### src/design/isa_pkg.sv
// Package for the interval slot allocator: sizes, field widths, helpers.
// No dependencies; used by the top level.
`default_nettype none
package isa_pkg;
  localparam int SLOTS     = 16;
  localparam int SLOT_W    = $clog2(SLOTS);
  localparam int CNT_W     = $clog2(SLOTS + 1);
  localparam int ELEM_BYTES = 8;
  localparam int CAP_W     = 20;
  localparam int LU_W      = 11;
  localparam int RANK_W    = 10;
  localparam int BYTE_W    = 24;
  localparam logic [BYTE_W-1:0] BYTE_MAX = {BYTE_W{1'b1}};
  localparam logic [3:0] MIN_LOG2 = 4'd5;
  localparam logic [3:0] MAX_LOG2 = 4'd12;

  localparam logic [1:0] REG_ALIGN = 2'd0;
  localparam logic [1:0] REG_LIMIT = 2'd1;
  localparam logic [1:0] REG_REUSE = 2'd2;

  localparam logic CMD_PLACE  = 1'b0;
  localparam logic CMD_FINISH = 1'b1;

  function automatic logic [3:0] eff_log2(input logic [3:0] lg);
    logic [3:0] r;
    r = lg;
    if (lg < MIN_LOG2) r = MIN_LOG2;
    if (lg > MAX_LOG2) r = MAX_LOG2;
    return r;
  endfunction

  // Round up to alignment and saturate to the byte range.
  function automatic logic [BYTE_W-1:0] align_up(input logic [BYTE_W:0] v,
                                                 input logic [3:0] lg);
    logic [BYTE_W+1:0] m;
    logic [BYTE_W+1:0] r;
    m = (({{(BYTE_W+1){1'b0}}, 1'b1}) << eff_log2(lg)) - 1'b1;
    r = ({1'b0, v} + m) & ~m;
    return (r > {2'b00, BYTE_MAX}) ? BYTE_MAX : r[BYTE_W-1:0];
  endfunction

  function automatic logic [BYTE_W-1:0] sat_add(input logic [BYTE_W-1:0] a,
                                                input logic [BYTE_W-1:0] b);
    logic [BYTE_W:0] s;
    s = {1'b0, a} + {1'b0, b};
    return s[BYTE_W] ? BYTE_MAX : s[BYTE_W-1:0];
  endfunction
endpackage
`default_nettype wire

### src/design/isa_in_if.sv
// Input channel: valid/ready handshake with one allocation request beat.
// Standalone interface.
`default_nettype none
interface isa_in_if;
  logic        valid;
  logic        ready;
  logic        cmd;
  logic [9:0]  buffer_tag;
  logic [9:0]  live_start;
  logic [10:0] live_end;
  logic [15:0] entry_count;
  modport source (output valid, cmd, buffer_tag, live_start, live_end, entry_count,
                  input ready);
  modport sink   (input valid, cmd, buffer_tag, live_start, live_end, entry_count,
                  output ready);
endinterface
`default_nettype wire

### src/design/isa_out_if.sv
// Result channel: valid/ready handshake with one placement or listing beat.
// Standalone interface.
`default_nettype none
interface isa_out_if;
  logic        valid;
  logic        ready;
  logic [9:0]  tag_out;
  logic        pool_select;
  logic [3:0]  slot_number;
  logic [23:0] byte_offset;
  logic [23:0] byte_size;
  logic [23:0] stack_extent;
  logic [23:0] arena_extent;
  logic [4:0]  stack_slot_total;
  logic [4:0]  arena_slot_total;
  logic        status;
  logic        last;
  modport source (output valid, tag_out, pool_select, slot_number, byte_offset,
                  byte_size, stack_extent, arena_extent, stack_slot_total,
                  arena_slot_total, status, last, input ready);
  modport sink   (input valid, tag_out, pool_select, slot_number, byte_offset,
                  byte_size, stack_extent, arena_extent, stack_slot_total,
                  arena_slot_total, status, last, output ready);
endinterface
`default_nettype wire

### src/design/interval_slot_allocator_top.sv
// Interval slot allocator: one sequencer with a shared compare unit that walks
// the slot table once for expiry and once for best fit. Uses isa_pkg, isa_in_if, isa_out_if.
// Placement: walk the chosen pool's used slots (up to 16) once for expiry, then for best fit,
// then commit and hold the result beat until it is taken; only then is the next item accepted.
// Finish: one listing beat per stack slot, then a summary beat; both pools are emptied when
// the summary beat is taken. One item at a time; the table walk covers one slot per cycle.
// Synchronous active-low reset clears config to defaults and empties both pools.
`default_nettype none
module interval_slot_allocator_top
  import isa_pkg::*;
(
  input  wire logic        clk,
  input  wire logic        rst_n,
  isa_in_if.sink           in_ch,
  isa_out_if.source        out_ch,
  input  wire logic        cfg_psel,
  input  wire logic        cfg_penable,
  input  wire logic        cfg_pwrite,
  input  wire logic [3:0]  cfg_paddr,
  input  wire logic [31:0] cfg_pwdata,
  output logic [31:0]      cfg_prdata,
  output logic             cfg_pready
);
  typedef enum logic [2:0] {
    S_IDLE, S_EXPIRE, S_FIT, S_COMMIT, S_PLACE_OUT, S_LIST, S_LIST_OUT, S_SUM_OUT
  } state_t;

  state_t state_r;
  logic [3:0]  align_r;
  logic [15:0] limit_r;
  logic        reuse_r;

  logic [CAP_W-1:0]  cap_r   [2][SLOTS];
  logic [LU_W-1:0]   lu_r    [2][SLOTS];
  logic [RANK_W-1:0] rank_r  [2][SLOTS];
  logic [BYTE_W-1:0] aoff_r  [SLOTS];
  logic [SLOTS-1:0]  free_r  [2];
  logic [CNT_W-1:0]  used_r  [2];
  logic [BYTE_W-1:0] cursor_r;
  logic [RANK_W-1:0] seq_r;

  logic              pool_r;
  logic [9:0]        tag_r;
  logic [9:0]        start_r;
  logic [10:0]       end_r;
  logic [CAP_W-1:0]  bytes_r;
  logic [CNT_W-1:0]  idx_r;
  logic              found_r;
  logic [SLOT_W-1:0] best_r;
  logic [CAP_W-1:0]  fit_cap_r;
  logic [RANK_W-1:0] best_age_r;
  logic [LU_W-1:0]   best_lu_r;
  logic [BYTE_W-1:0] best_off_r;
  logic [BYTE_W-1:0] list_cur_r;

  logic              out_valid_r;
  logic [9:0]        o_tag_r;
  logic              o_pool_r;
  logic [3:0]        o_slot_r;
  logic [23:0]       o_off_r, o_size_r, o_st_r, o_at_r;
  logic [4:0]        o_scnt_r, o_acnt_r;
  logic              o_status_r, o_last_r;

  logic              cfg_wr;
  logic [SLOT_W-1:0] ix;
  logic [CAP_W-1:0]  cur_cap;
  logic [RANK_W-1:0] cur_age;
  logic              fit_hit;
  logic [18:0]       raw_bytes;
  logic [BYTE_W-1:0] in_bytes;
  logic [BYTE_W-1:0] new_off;
  logic [BYTE_W-1:0] list_off;

  assign cfg_pready = 1'b1;
  assign cfg_wr = cfg_psel && cfg_penable && cfg_pwrite;

  always_comb begin
    unique case (cfg_paddr[3:2])
      REG_ALIGN: cfg_prdata = {28'd0, align_r};
      REG_LIMIT: cfg_prdata = {16'd0, limit_r};
      REG_REUSE: cfg_prdata = {31'd0, reuse_r};
      default:   cfg_prdata = 32'd0;
    endcase
  end

  assign ix       = idx_r[SLOT_W-1:0];
  assign cur_cap  = cap_r[pool_r][ix];
  assign cur_age  = seq_r - rank_r[pool_r][ix];
  assign fit_hit  = free_r[pool_r][ix] && (cur_cap >= bytes_r) &&
                    (!found_r || cur_cap < fit_cap_r ||
                     (cur_cap == fit_cap_r && cur_age > best_age_r));
  assign raw_bytes = 19'(in_ch.entry_count * ELEM_BYTES);
  assign in_bytes = align_up({6'd0, raw_bytes}, align_r);
  assign new_off  = align_up({1'b0, cursor_r}, align_r);
  assign list_off = align_up({1'b0, list_cur_r}, align_r);

  assign in_ch.ready = (state_r == S_IDLE);

  assign out_ch.valid            = out_valid_r;
  assign out_ch.tag_out          = o_tag_r;
  assign out_ch.pool_select      = o_pool_r;
  assign out_ch.slot_number      = o_slot_r;
  assign out_ch.byte_offset      = o_off_r;
  assign out_ch.byte_size        = o_size_r;
  assign out_ch.stack_extent     = o_st_r;
  assign out_ch.arena_extent     = o_at_r;
  assign out_ch.stack_slot_total = o_scnt_r;
  assign out_ch.arena_slot_total = o_acnt_r;
  assign out_ch.status           = o_status_r;
  assign out_ch.last             = o_last_r;

  always_ff @(posedge clk) begin
    if (!rst_n) begin
      state_r     <= S_IDLE;
      align_r     <= 4'd5;
      limit_r     <= 16'd64;
      reuse_r     <= 1'b1;
      free_r[0]   <= '0;
      free_r[1]   <= '0;
      used_r[0]   <= '0;
      used_r[1]   <= '0;
      cursor_r    <= '0;
      seq_r       <= '0;
      out_valid_r <= 1'b0;
    end else begin
      if (cfg_wr) begin
        unique case (cfg_paddr[3:2])
          REG_ALIGN: align_r <= cfg_pwdata[3:0];
          REG_LIMIT: limit_r <= cfg_pwdata[15:0];
          REG_REUSE: reuse_r <= cfg_pwdata[0];
          default: ;
        endcase
      end
      unique case (state_r)
        S_IDLE: begin
          if (in_ch.valid) begin
            tag_r      <= in_ch.buffer_tag;
            start_r    <= in_ch.live_start;
            end_r      <= in_ch.live_end;
            bytes_r    <= in_bytes[CAP_W-1:0];
            pool_r     <= !(in_ch.entry_count <= limit_r);
            idx_r      <= '0;
            found_r    <= 1'b0;
            list_cur_r <= '0;
            state_r    <= (in_ch.cmd == CMD_FINISH) ? S_LIST : S_EXPIRE;
          end
        end
        S_EXPIRE: begin
          if (idx_r < used_r[pool_r]) begin
            if (!free_r[pool_r][ix] && lu_r[pool_r][ix] < {1'b0, start_r}) begin
              free_r[pool_r][ix] <= 1'b1;
              rank_r[pool_r][ix] <= seq_r;
              seq_r              <= seq_r + 1'b1;
            end
            idx_r <= idx_r + 1'b1;
          end else begin
            idx_r   <= '0;
            state_r <= S_FIT;
          end
        end
        S_FIT: begin
          if (idx_r < used_r[pool_r]) begin
            if (fit_hit) begin
              found_r    <= 1'b1;
              best_r     <= ix;
              fit_cap_r  <= cur_cap;
              best_age_r <= cur_age;
              best_lu_r  <= lu_r[pool_r][ix];
              best_off_r <= aoff_r[ix];
            end
            idx_r <= idx_r + 1'b1;
          end else begin
            state_r <= S_COMMIT;
          end
        end
        S_COMMIT: begin
          o_tag_r    <= tag_r;
          o_pool_r   <= pool_r;
          o_size_r   <= {4'd0, bytes_r};
          o_st_r     <= '0;
          o_at_r     <= '0;
          o_last_r   <= 1'b1;
          if (found_r && reuse_r) begin
            free_r[pool_r][best_r] <= 1'b0;
            if (end_r > best_lu_r) lu_r[pool_r][best_r] <= end_r;
            o_slot_r   <= best_r;
            o_off_r    <= pool_r ? best_off_r : '0;
            o_scnt_r   <= used_r[0];
            o_acnt_r   <= used_r[1];
            o_status_r <= 1'b0;
          end else if (used_r[pool_r] < CNT_W'(SLOTS)) begin
            cap_r[pool_r][used_r[pool_r][SLOT_W-1:0]]  <= bytes_r;
            lu_r[pool_r][used_r[pool_r][SLOT_W-1:0]]   <= end_r;
            free_r[pool_r][used_r[pool_r][SLOT_W-1:0]] <= 1'b0;
            used_r[pool_r] <= used_r[pool_r] + 1'b1;
            if (pool_r) begin
              aoff_r[used_r[1][SLOT_W-1:0]] <= new_off;
              cursor_r <= sat_add(new_off, {4'd0, bytes_r});
              o_scnt_r <= used_r[0];
              o_acnt_r <= used_r[1] + 1'b1;
            end else begin
              o_scnt_r <= used_r[0] + 1'b1;
              o_acnt_r <= used_r[1];
            end
            o_slot_r   <= used_r[pool_r][SLOT_W-1:0];
            o_off_r    <= pool_r ? new_off : '0;
            o_status_r <= 1'b0;
          end else begin
            o_slot_r   <= '0;
            o_off_r    <= '0;
            o_scnt_r   <= used_r[0];
            o_acnt_r   <= used_r[1];
            o_status_r <= 1'b1;
          end
          out_valid_r <= 1'b1;
          state_r     <= S_PLACE_OUT;
        end
        S_PLACE_OUT: begin
          if (out_ch.ready) begin
            out_valid_r <= 1'b0;
            state_r     <= S_IDLE;
          end
        end
        S_LIST: begin
          o_tag_r    <= '0;
          o_pool_r   <= 1'b0;
          o_status_r <= 1'b0;
          o_scnt_r   <= used_r[0];
          o_acnt_r   <= used_r[1];
          out_valid_r <= 1'b1;
          if (idx_r < used_r[0]) begin
            o_slot_r   <= ix;
            o_off_r    <= list_off;
            o_size_r   <= {4'd0, cap_r[0][ix]};
            o_st_r     <= '0;
            o_at_r     <= '0;
            o_last_r   <= 1'b0;
            list_cur_r <= sat_add(list_off, {4'd0, cap_r[0][ix]});
            idx_r      <= idx_r + 1'b1;
            state_r    <= S_LIST_OUT;
          end else begin
            o_slot_r <= '0;
            o_off_r  <= '0;
            o_size_r <= '0;
            o_st_r   <= list_off;
            o_at_r   <= new_off;
            o_last_r <= 1'b1;
            state_r  <= S_SUM_OUT;
          end
        end
        S_LIST_OUT: begin
          if (out_ch.ready) begin
            out_valid_r <= 1'b0;
            state_r     <= S_LIST;
          end
        end
        S_SUM_OUT: begin
          if (out_ch.ready) begin
            out_valid_r <= 1'b0;
            free_r[0]   <= '0;
            free_r[1]   <= '0;
            used_r[0]   <= '0;
            used_r[1]   <= '0;
            cursor_r    <= '0;
            seq_r       <= '0;
            state_r     <= S_IDLE;
          end
        end
        default: state_r <= S_IDLE;
      endcase
    end
  end
endmodule
`default_nettype wire
### src/flat_wrapper.sv
// flat-port wrapper written by rule: the top's interface ports become plain ports
module interval_slot_allocator_top_flat import isa_pkg::*;
  (clk, rst_n, cfg_psel, cfg_penable, cfg_pwrite, cfg_paddr, cfg_pwdata, cfg_prdata, cfg_pready, in_ch_valid, in_ch_cmd, in_ch_buffer_tag, in_ch_live_start, in_ch_live_end, in_ch_entry_count, in_ch_ready, out_ch_valid, out_ch_tag_out, out_ch_pool_select, out_ch_slot_number, out_ch_byte_offset, out_ch_byte_size, out_ch_stack_extent, out_ch_arena_extent, out_ch_stack_slot_total, out_ch_arena_slot_total, out_ch_status, out_ch_last, out_ch_ready);
  isa_in_if in_ch_i ();
  isa_out_if out_ch_i ();
  input  wire logic clk;
  input  wire logic rst_n;
  input  wire logic cfg_psel;
  input  wire logic cfg_penable;
  input  wire logic cfg_pwrite;
  input  wire logic [3:0] cfg_paddr;
  input  wire logic [31:0] cfg_pwdata;
  output logic [31:0] cfg_prdata;
  output logic cfg_pready;
  input wire logic [$bits(in_ch_i.valid)-1:0] in_ch_valid;
  input wire logic [$bits(in_ch_i.cmd)-1:0] in_ch_cmd;
  input wire logic [$bits(in_ch_i.buffer_tag)-1:0] in_ch_buffer_tag;
  input wire logic [$bits(in_ch_i.live_start)-1:0] in_ch_live_start;
  input wire logic [$bits(in_ch_i.live_end)-1:0] in_ch_live_end;
  input wire logic [$bits(in_ch_i.entry_count)-1:0] in_ch_entry_count;
  output wire logic [$bits(in_ch_i.ready)-1:0] in_ch_ready;
  output wire logic [$bits(out_ch_i.valid)-1:0] out_ch_valid;
  output wire logic [$bits(out_ch_i.tag_out)-1:0] out_ch_tag_out;
  output wire logic [$bits(out_ch_i.pool_select)-1:0] out_ch_pool_select;
  output wire logic [$bits(out_ch_i.slot_number)-1:0] out_ch_slot_number;
  output wire logic [$bits(out_ch_i.byte_offset)-1:0] out_ch_byte_offset;
  output wire logic [$bits(out_ch_i.byte_size)-1:0] out_ch_byte_size;
  output wire logic [$bits(out_ch_i.stack_extent)-1:0] out_ch_stack_extent;
  output wire logic [$bits(out_ch_i.arena_extent)-1:0] out_ch_arena_extent;
  output wire logic [$bits(out_ch_i.stack_slot_total)-1:0] out_ch_stack_slot_total;
  output wire logic [$bits(out_ch_i.arena_slot_total)-1:0] out_ch_arena_slot_total;
  output wire logic [$bits(out_ch_i.status)-1:0] out_ch_status;
  output wire logic [$bits(out_ch_i.last)-1:0] out_ch_last;
  input wire logic [$bits(out_ch_i.ready)-1:0] out_ch_ready;
  assign in_ch_i.valid = in_ch_valid;
  assign in_ch_i.cmd = in_ch_cmd;
  assign in_ch_i.buffer_tag = in_ch_buffer_tag;
  assign in_ch_i.live_start = in_ch_live_start;
  assign in_ch_i.live_end = in_ch_live_end;
  assign in_ch_i.entry_count = in_ch_entry_count;
  assign in_ch_ready = in_ch_i.ready;
  assign out_ch_valid = out_ch_i.valid;
  assign out_ch_tag_out = out_ch_i.tag_out;
  assign out_ch_pool_select = out_ch_i.pool_select;
  assign out_ch_slot_number = out_ch_i.slot_number;
  assign out_ch_byte_offset = out_ch_i.byte_offset;
  assign out_ch_byte_size = out_ch_i.byte_size;
  assign out_ch_stack_extent = out_ch_i.stack_extent;
  assign out_ch_arena_extent = out_ch_i.arena_extent;
  assign out_ch_stack_slot_total = out_ch_i.stack_slot_total;
  assign out_ch_arena_slot_total = out_ch_i.arena_slot_total;
  assign out_ch_status = out_ch_i.status;
  assign out_ch_last = out_ch_i.last;
  assign out_ch_i.ready = out_ch_ready;
  interval_slot_allocator_top u_core (.clk(clk), .rst_n(rst_n), .in_ch(in_ch_i), .out_ch(out_ch_i), .cfg_psel(cfg_psel), .cfg_penable(cfg_penable), .cfg_pwrite(cfg_pwrite), .cfg_paddr(cfg_paddr), .cfg_pwdata(cfg_pwdata), .cfg_prdata(cfg_prdata), .cfg_pready(cfg_pready));
endmodule
### config.mk
export PLATFORM = sky130hd
export DESIGN_NAME = interval_slot_allocator_top_flat
export DESIGN_NICKNAME = d
export VERILOG_FILES = /design/src/design/isa_pkg.sv /design/src/design/isa_in_if.sv /design/src/design/isa_out_if.sv /design/src/design/interval_slot_allocator_top.sv /design/src/flat_wrapper.sv
export SDC_FILE = /design/constraint.sdc
export NUM_CORES = 2
export LEC_CHECK = 0
export BUFFER_PORTS_ARGS = -buffer_cell sky130_fd_sc_hd__buf_4
export CAP_MARGIN = 20
export CORE_MARGIN = 3
export CORE_UTILIZATION = 65
export CTS_BUF_LIST = sky130_fd_sc_hd__clkbuf_8
export DETAILED_ROUTE_END_ITERATION = 12
export PLACE_DENSITY = 0.79
export SLEW_MARGIN = 25
export SYNTH_ARGS = -nofsm -noshare
export SYNTH_HDL_FRONTEND = slang
export SYNTH_SLANG_ARGS = --single-unit
### constraint.sdc
create_clock -name clk -period 27.1 [get_ports clk]
set_input_delay 1.355 -clock clk [delete_from_list [all_inputs] [get_ports clk]]
set_output_delay 1.355 -clock clk [all_outputs]
set_load 0.005 [all_outputs]
==> results by group <==
Yosys
  • Post-synth top area share: 67.9%
  • Top cells by count, synth: edfxtp_1 (1938), mux4_2 (451), nor2_1 (273)
  • Post-synthesis instance total: 5020
  • Post-Syn Area: approximately 86000 sq um
  • Area leader, netlist: edfxtp_1
  • Avg Inst Size Synth: 17.1 sq um
  • Yosys warns: 0
  • Register area share after synthesis: 69.3%
  • Number of synthesized flops with an enable pin: 1938
  • FFs w/ async S/R, synth: 0%
  • Most common cell in the synthesized netlist: edfxtp_1
  • Ranking of synthesized cells by area: edfxtp_1 (68%), mux4_2 (12%), ha_1 (3.1%)
  • Main synth FF type: edfxtp_1
  • Synth Register Bits: approximately 2000
  • Cell variety after synth: 83

Placed design
  • GPL Wtd Cong: 0.944
  • Pre-CTS setup slack: 18.23 ns
  • Port bufs: ~210
  • Hpwl dp: 140 mm

GRT
  • Initial antenna violation count: 16
  • GRT Total Usage: between 30% and 40%
  • Total gr overflow: 0
  • Number of global-route vias before repair: around 50000
  • First-pass GRT wire length: 326 mm
  • Largest net degree at the start of global routing: around 150

Floorplan
  • Die width: 369 um
  • Site row count: 132
  • Top Ports: 249
  • Die H: 369 um
  • Core area: 130000 sq um
  • Die ar.: 136000 sq um
  • Starting Density: 65.8%

STA
  • Final hold violations: 0
  • Fin crit period: 8.75 ns
  • Clock Skew: 0.0734 ns
  • Actual slew at the worst max-slew pin: 1.11 ns
  • WHS: about 0.45 ns
  • Fin Setup TNS: 0 ns
  • Final Cycle Share: 32.3%
  • Setup WS post-layout: approximately 18 ns
  • RSZ-0062 raised after global routing: no
  • Slew HR: 26.2%
  • F_max: 114 MHz
  • Final Setup Violations: 0
  • Count of final max-slew check failures: 0

Clock tree
  • Htree depth: 5
  • Root Driver: clkbuf_8
  • CTS Sinks: around 2000
  • CTS Buf Count: 322
  • CTS resizes: 0
  • Later-pin clock latency in the skew report: ~1 ns
  • Max clock buf depth: 4
  • CTS Hold Buffers Added: 0
  • Post CTS Setup Buffer Count: 0
  • Reg clk slew, reported paths: about 0.060 ns
  • CTS tree: built

Routing
  • Router iterations before antenna repair: 6
  • Initial DRC Count: 6969
  • Via density: 6.65
  • Routed Antenna Nets: 0
  • # DRC: 0
  • Post-Route WL: 222 mm
  • Via count: 49800
  • Drt wl/cell: a little under 30 um

Status
  • Run status: complete, no violations

Setup path
  • CP Class: flop to flop
  • WP data arrival: between 9 and 10 ns
  • Slowest stage delay, CP: 1.02 ns
  • CP most frequent cell: buf_4
  • Worst Path Required: 27.81 ns
  • CP Capture Type: flop
  • Crit path launch type: flop
  • Worst-path maximum fanout: 91
  • Critical-path cell list: buf_12 -> buf_4 -> buf_4 -> mux4_2 -> mux2i_1 -> o22ai_1 -> or2_2 -> ha_1 -> a21o_1 -> a2111oi_0 -> o221ai_1 -> a2111o_1 -> inv_2 -> nand3_1 -> nor2_1 -> or3_1
  • CP max-delay cell: nor2_1

Power and ir drop
  • Pwr/cell area: 80.6 nW/um^2
  • Net Sw Frac: 30.0%
  • Static Leak: 34.0 nW
  • P_int: 5.42 mW
  • Switching power of the nets: between 2 and 2.5 mW
  • Clk pwr share: approximately 30%
  • Comb power frac: 24.0%
  • Peak VDD IR: 0.0000799 V
  • Seq pwr share: between 40% and 50%

Hold path
  • Hold Crit Class: flop to flop

Cells and area
  • Layout cells sized above 1: a little under a quarter
  • Area grow syn2layout: 12.1%
  • Number of nets in the layout: 5834

Job
  • Max Cap Viol: 0
==> layout by cell type, fill, tap and decap left out, drive strengths merged, types with 28 or more instances in the layout <==
cell type	instances
mux4	451
clkbuf	337
nor2b	43
a21o	64
nand3	49
xor2	37
or3	33
ha	215
o22ai	79
conb	63
a21oi	149
nor2	275
mux2i	147
buf	379
inv	290
nand2	262
nand4	49
nand2b	37
and3	28
o21ai	119
dfxtp	60
o21bai	37
xnor2	68
o21a	33
edfxtp	1938
and2	40
clkinv	106
nor3	75
==> critical path, delay by kind of cell (launching register included) <==
| kind | cells | cell delay (ns) |
|---|---|---|
| fa+ha+maj | 1 | 0.31 |
| simple gates | 4 | 2.26 |
| buf+inv | 4 | 2.45 |
| mux | 2 | 0.79 |
| flops | 1 | 0.77 |
| compound gates | 5 | 1.68 |
==> sequential cells by signal, summed over array words and instances, names as in the netlist, 24 cells and up, named ones only <==
name                        count
u_core.aoff_r                 384
u_core.best_off_r              24
u_core.cap_r                  576
u_core.cursor_r                24
u_core.free_r                  32
u_core.list_cur_r              24
u_core.lu_r                   352
u_core.out_ch.arena_extent     24
u_core.out_ch.byte_offset      24
u_core.out_ch.stack_extent     24
u_core.rank_r                 320
==> layer usage <==
layer	GRT usage [%]	up-vias	wire length, um
met2	49.4	3326	102000
li1	-	20900	-
met5	0	-	71
met3	10.3	518	31300
met4	11.7	10	7770
met1	47.2	25000	81400
==> logic make-up after synthesis <==
logic type | share of synthesized area, %
DFF | 69.3
and+or+nand+nor | 5.09
AOI/OAI and AO/OA | 5.41
muxes | 13.7
buffers and inverters | 2.16
adders and majority gates | 3.29
xor gates and xnor gates | 1.07
other | 0.00876
==> power by group through the flow <==
stage	sequential [mW]	combinational, mW	clock, mW
6_report	3.54	1.86	2.35
3_5_place_dp	3.61	1.80	0
5_1_grt	3.54	1.98	2.52
3_3_place_gp	3.60	1.77	0
4_1_cts	3.54	1.81	2.38
2_1_floorplan	3.60	1.21	0
==> path summary, 6_finish.rpt <==
kind	slack, ns	to	depth (start not counted)	from
worst max-delay path	18.35	u_core.free_r[1][5]	16	flop
worst min-delay path	0.45	u_core.cursor_r[2]	2	u_core.cursor_r[2]
worst max register to register	18.35	u_core.free_r[1][5]	16	flop
worst min register to register	0.45	u_core.cursor_r[2]	2	u_core.cursor_r[2]
==> metrics by stage <==
step / cells / utilization [%] / power, mW / cell area (sq um)
after floorplan: 5081 / - / 4.82 / 86000
after global placement: 6934 / 69.3 / 5.37 / 90300
after detailed placement: 6935 / 69.3 / 5.41 / 90300
after CTS: 7486 / 73.7 / 7.73 / 96000
after global routing: 7492 / 73.8 / 8.04 / 96100
final: 7493 / 73.8 / 7.75 / 96100
==> layout make-up <==
type | count | area [sq um]
diodes | 2 | 5.00
fillers | 7404 | 34200
multi-input cells | 2628 | 25200
flip-flops and latches | 1998 | 59400
well taps | 1742 | 2180
clock inverters | 214 | 1060
repair buffers | 379 | 2950
clock buffers | 337 | 4640
inverters | 193 | 727
(Power assumes the default switching activity.)
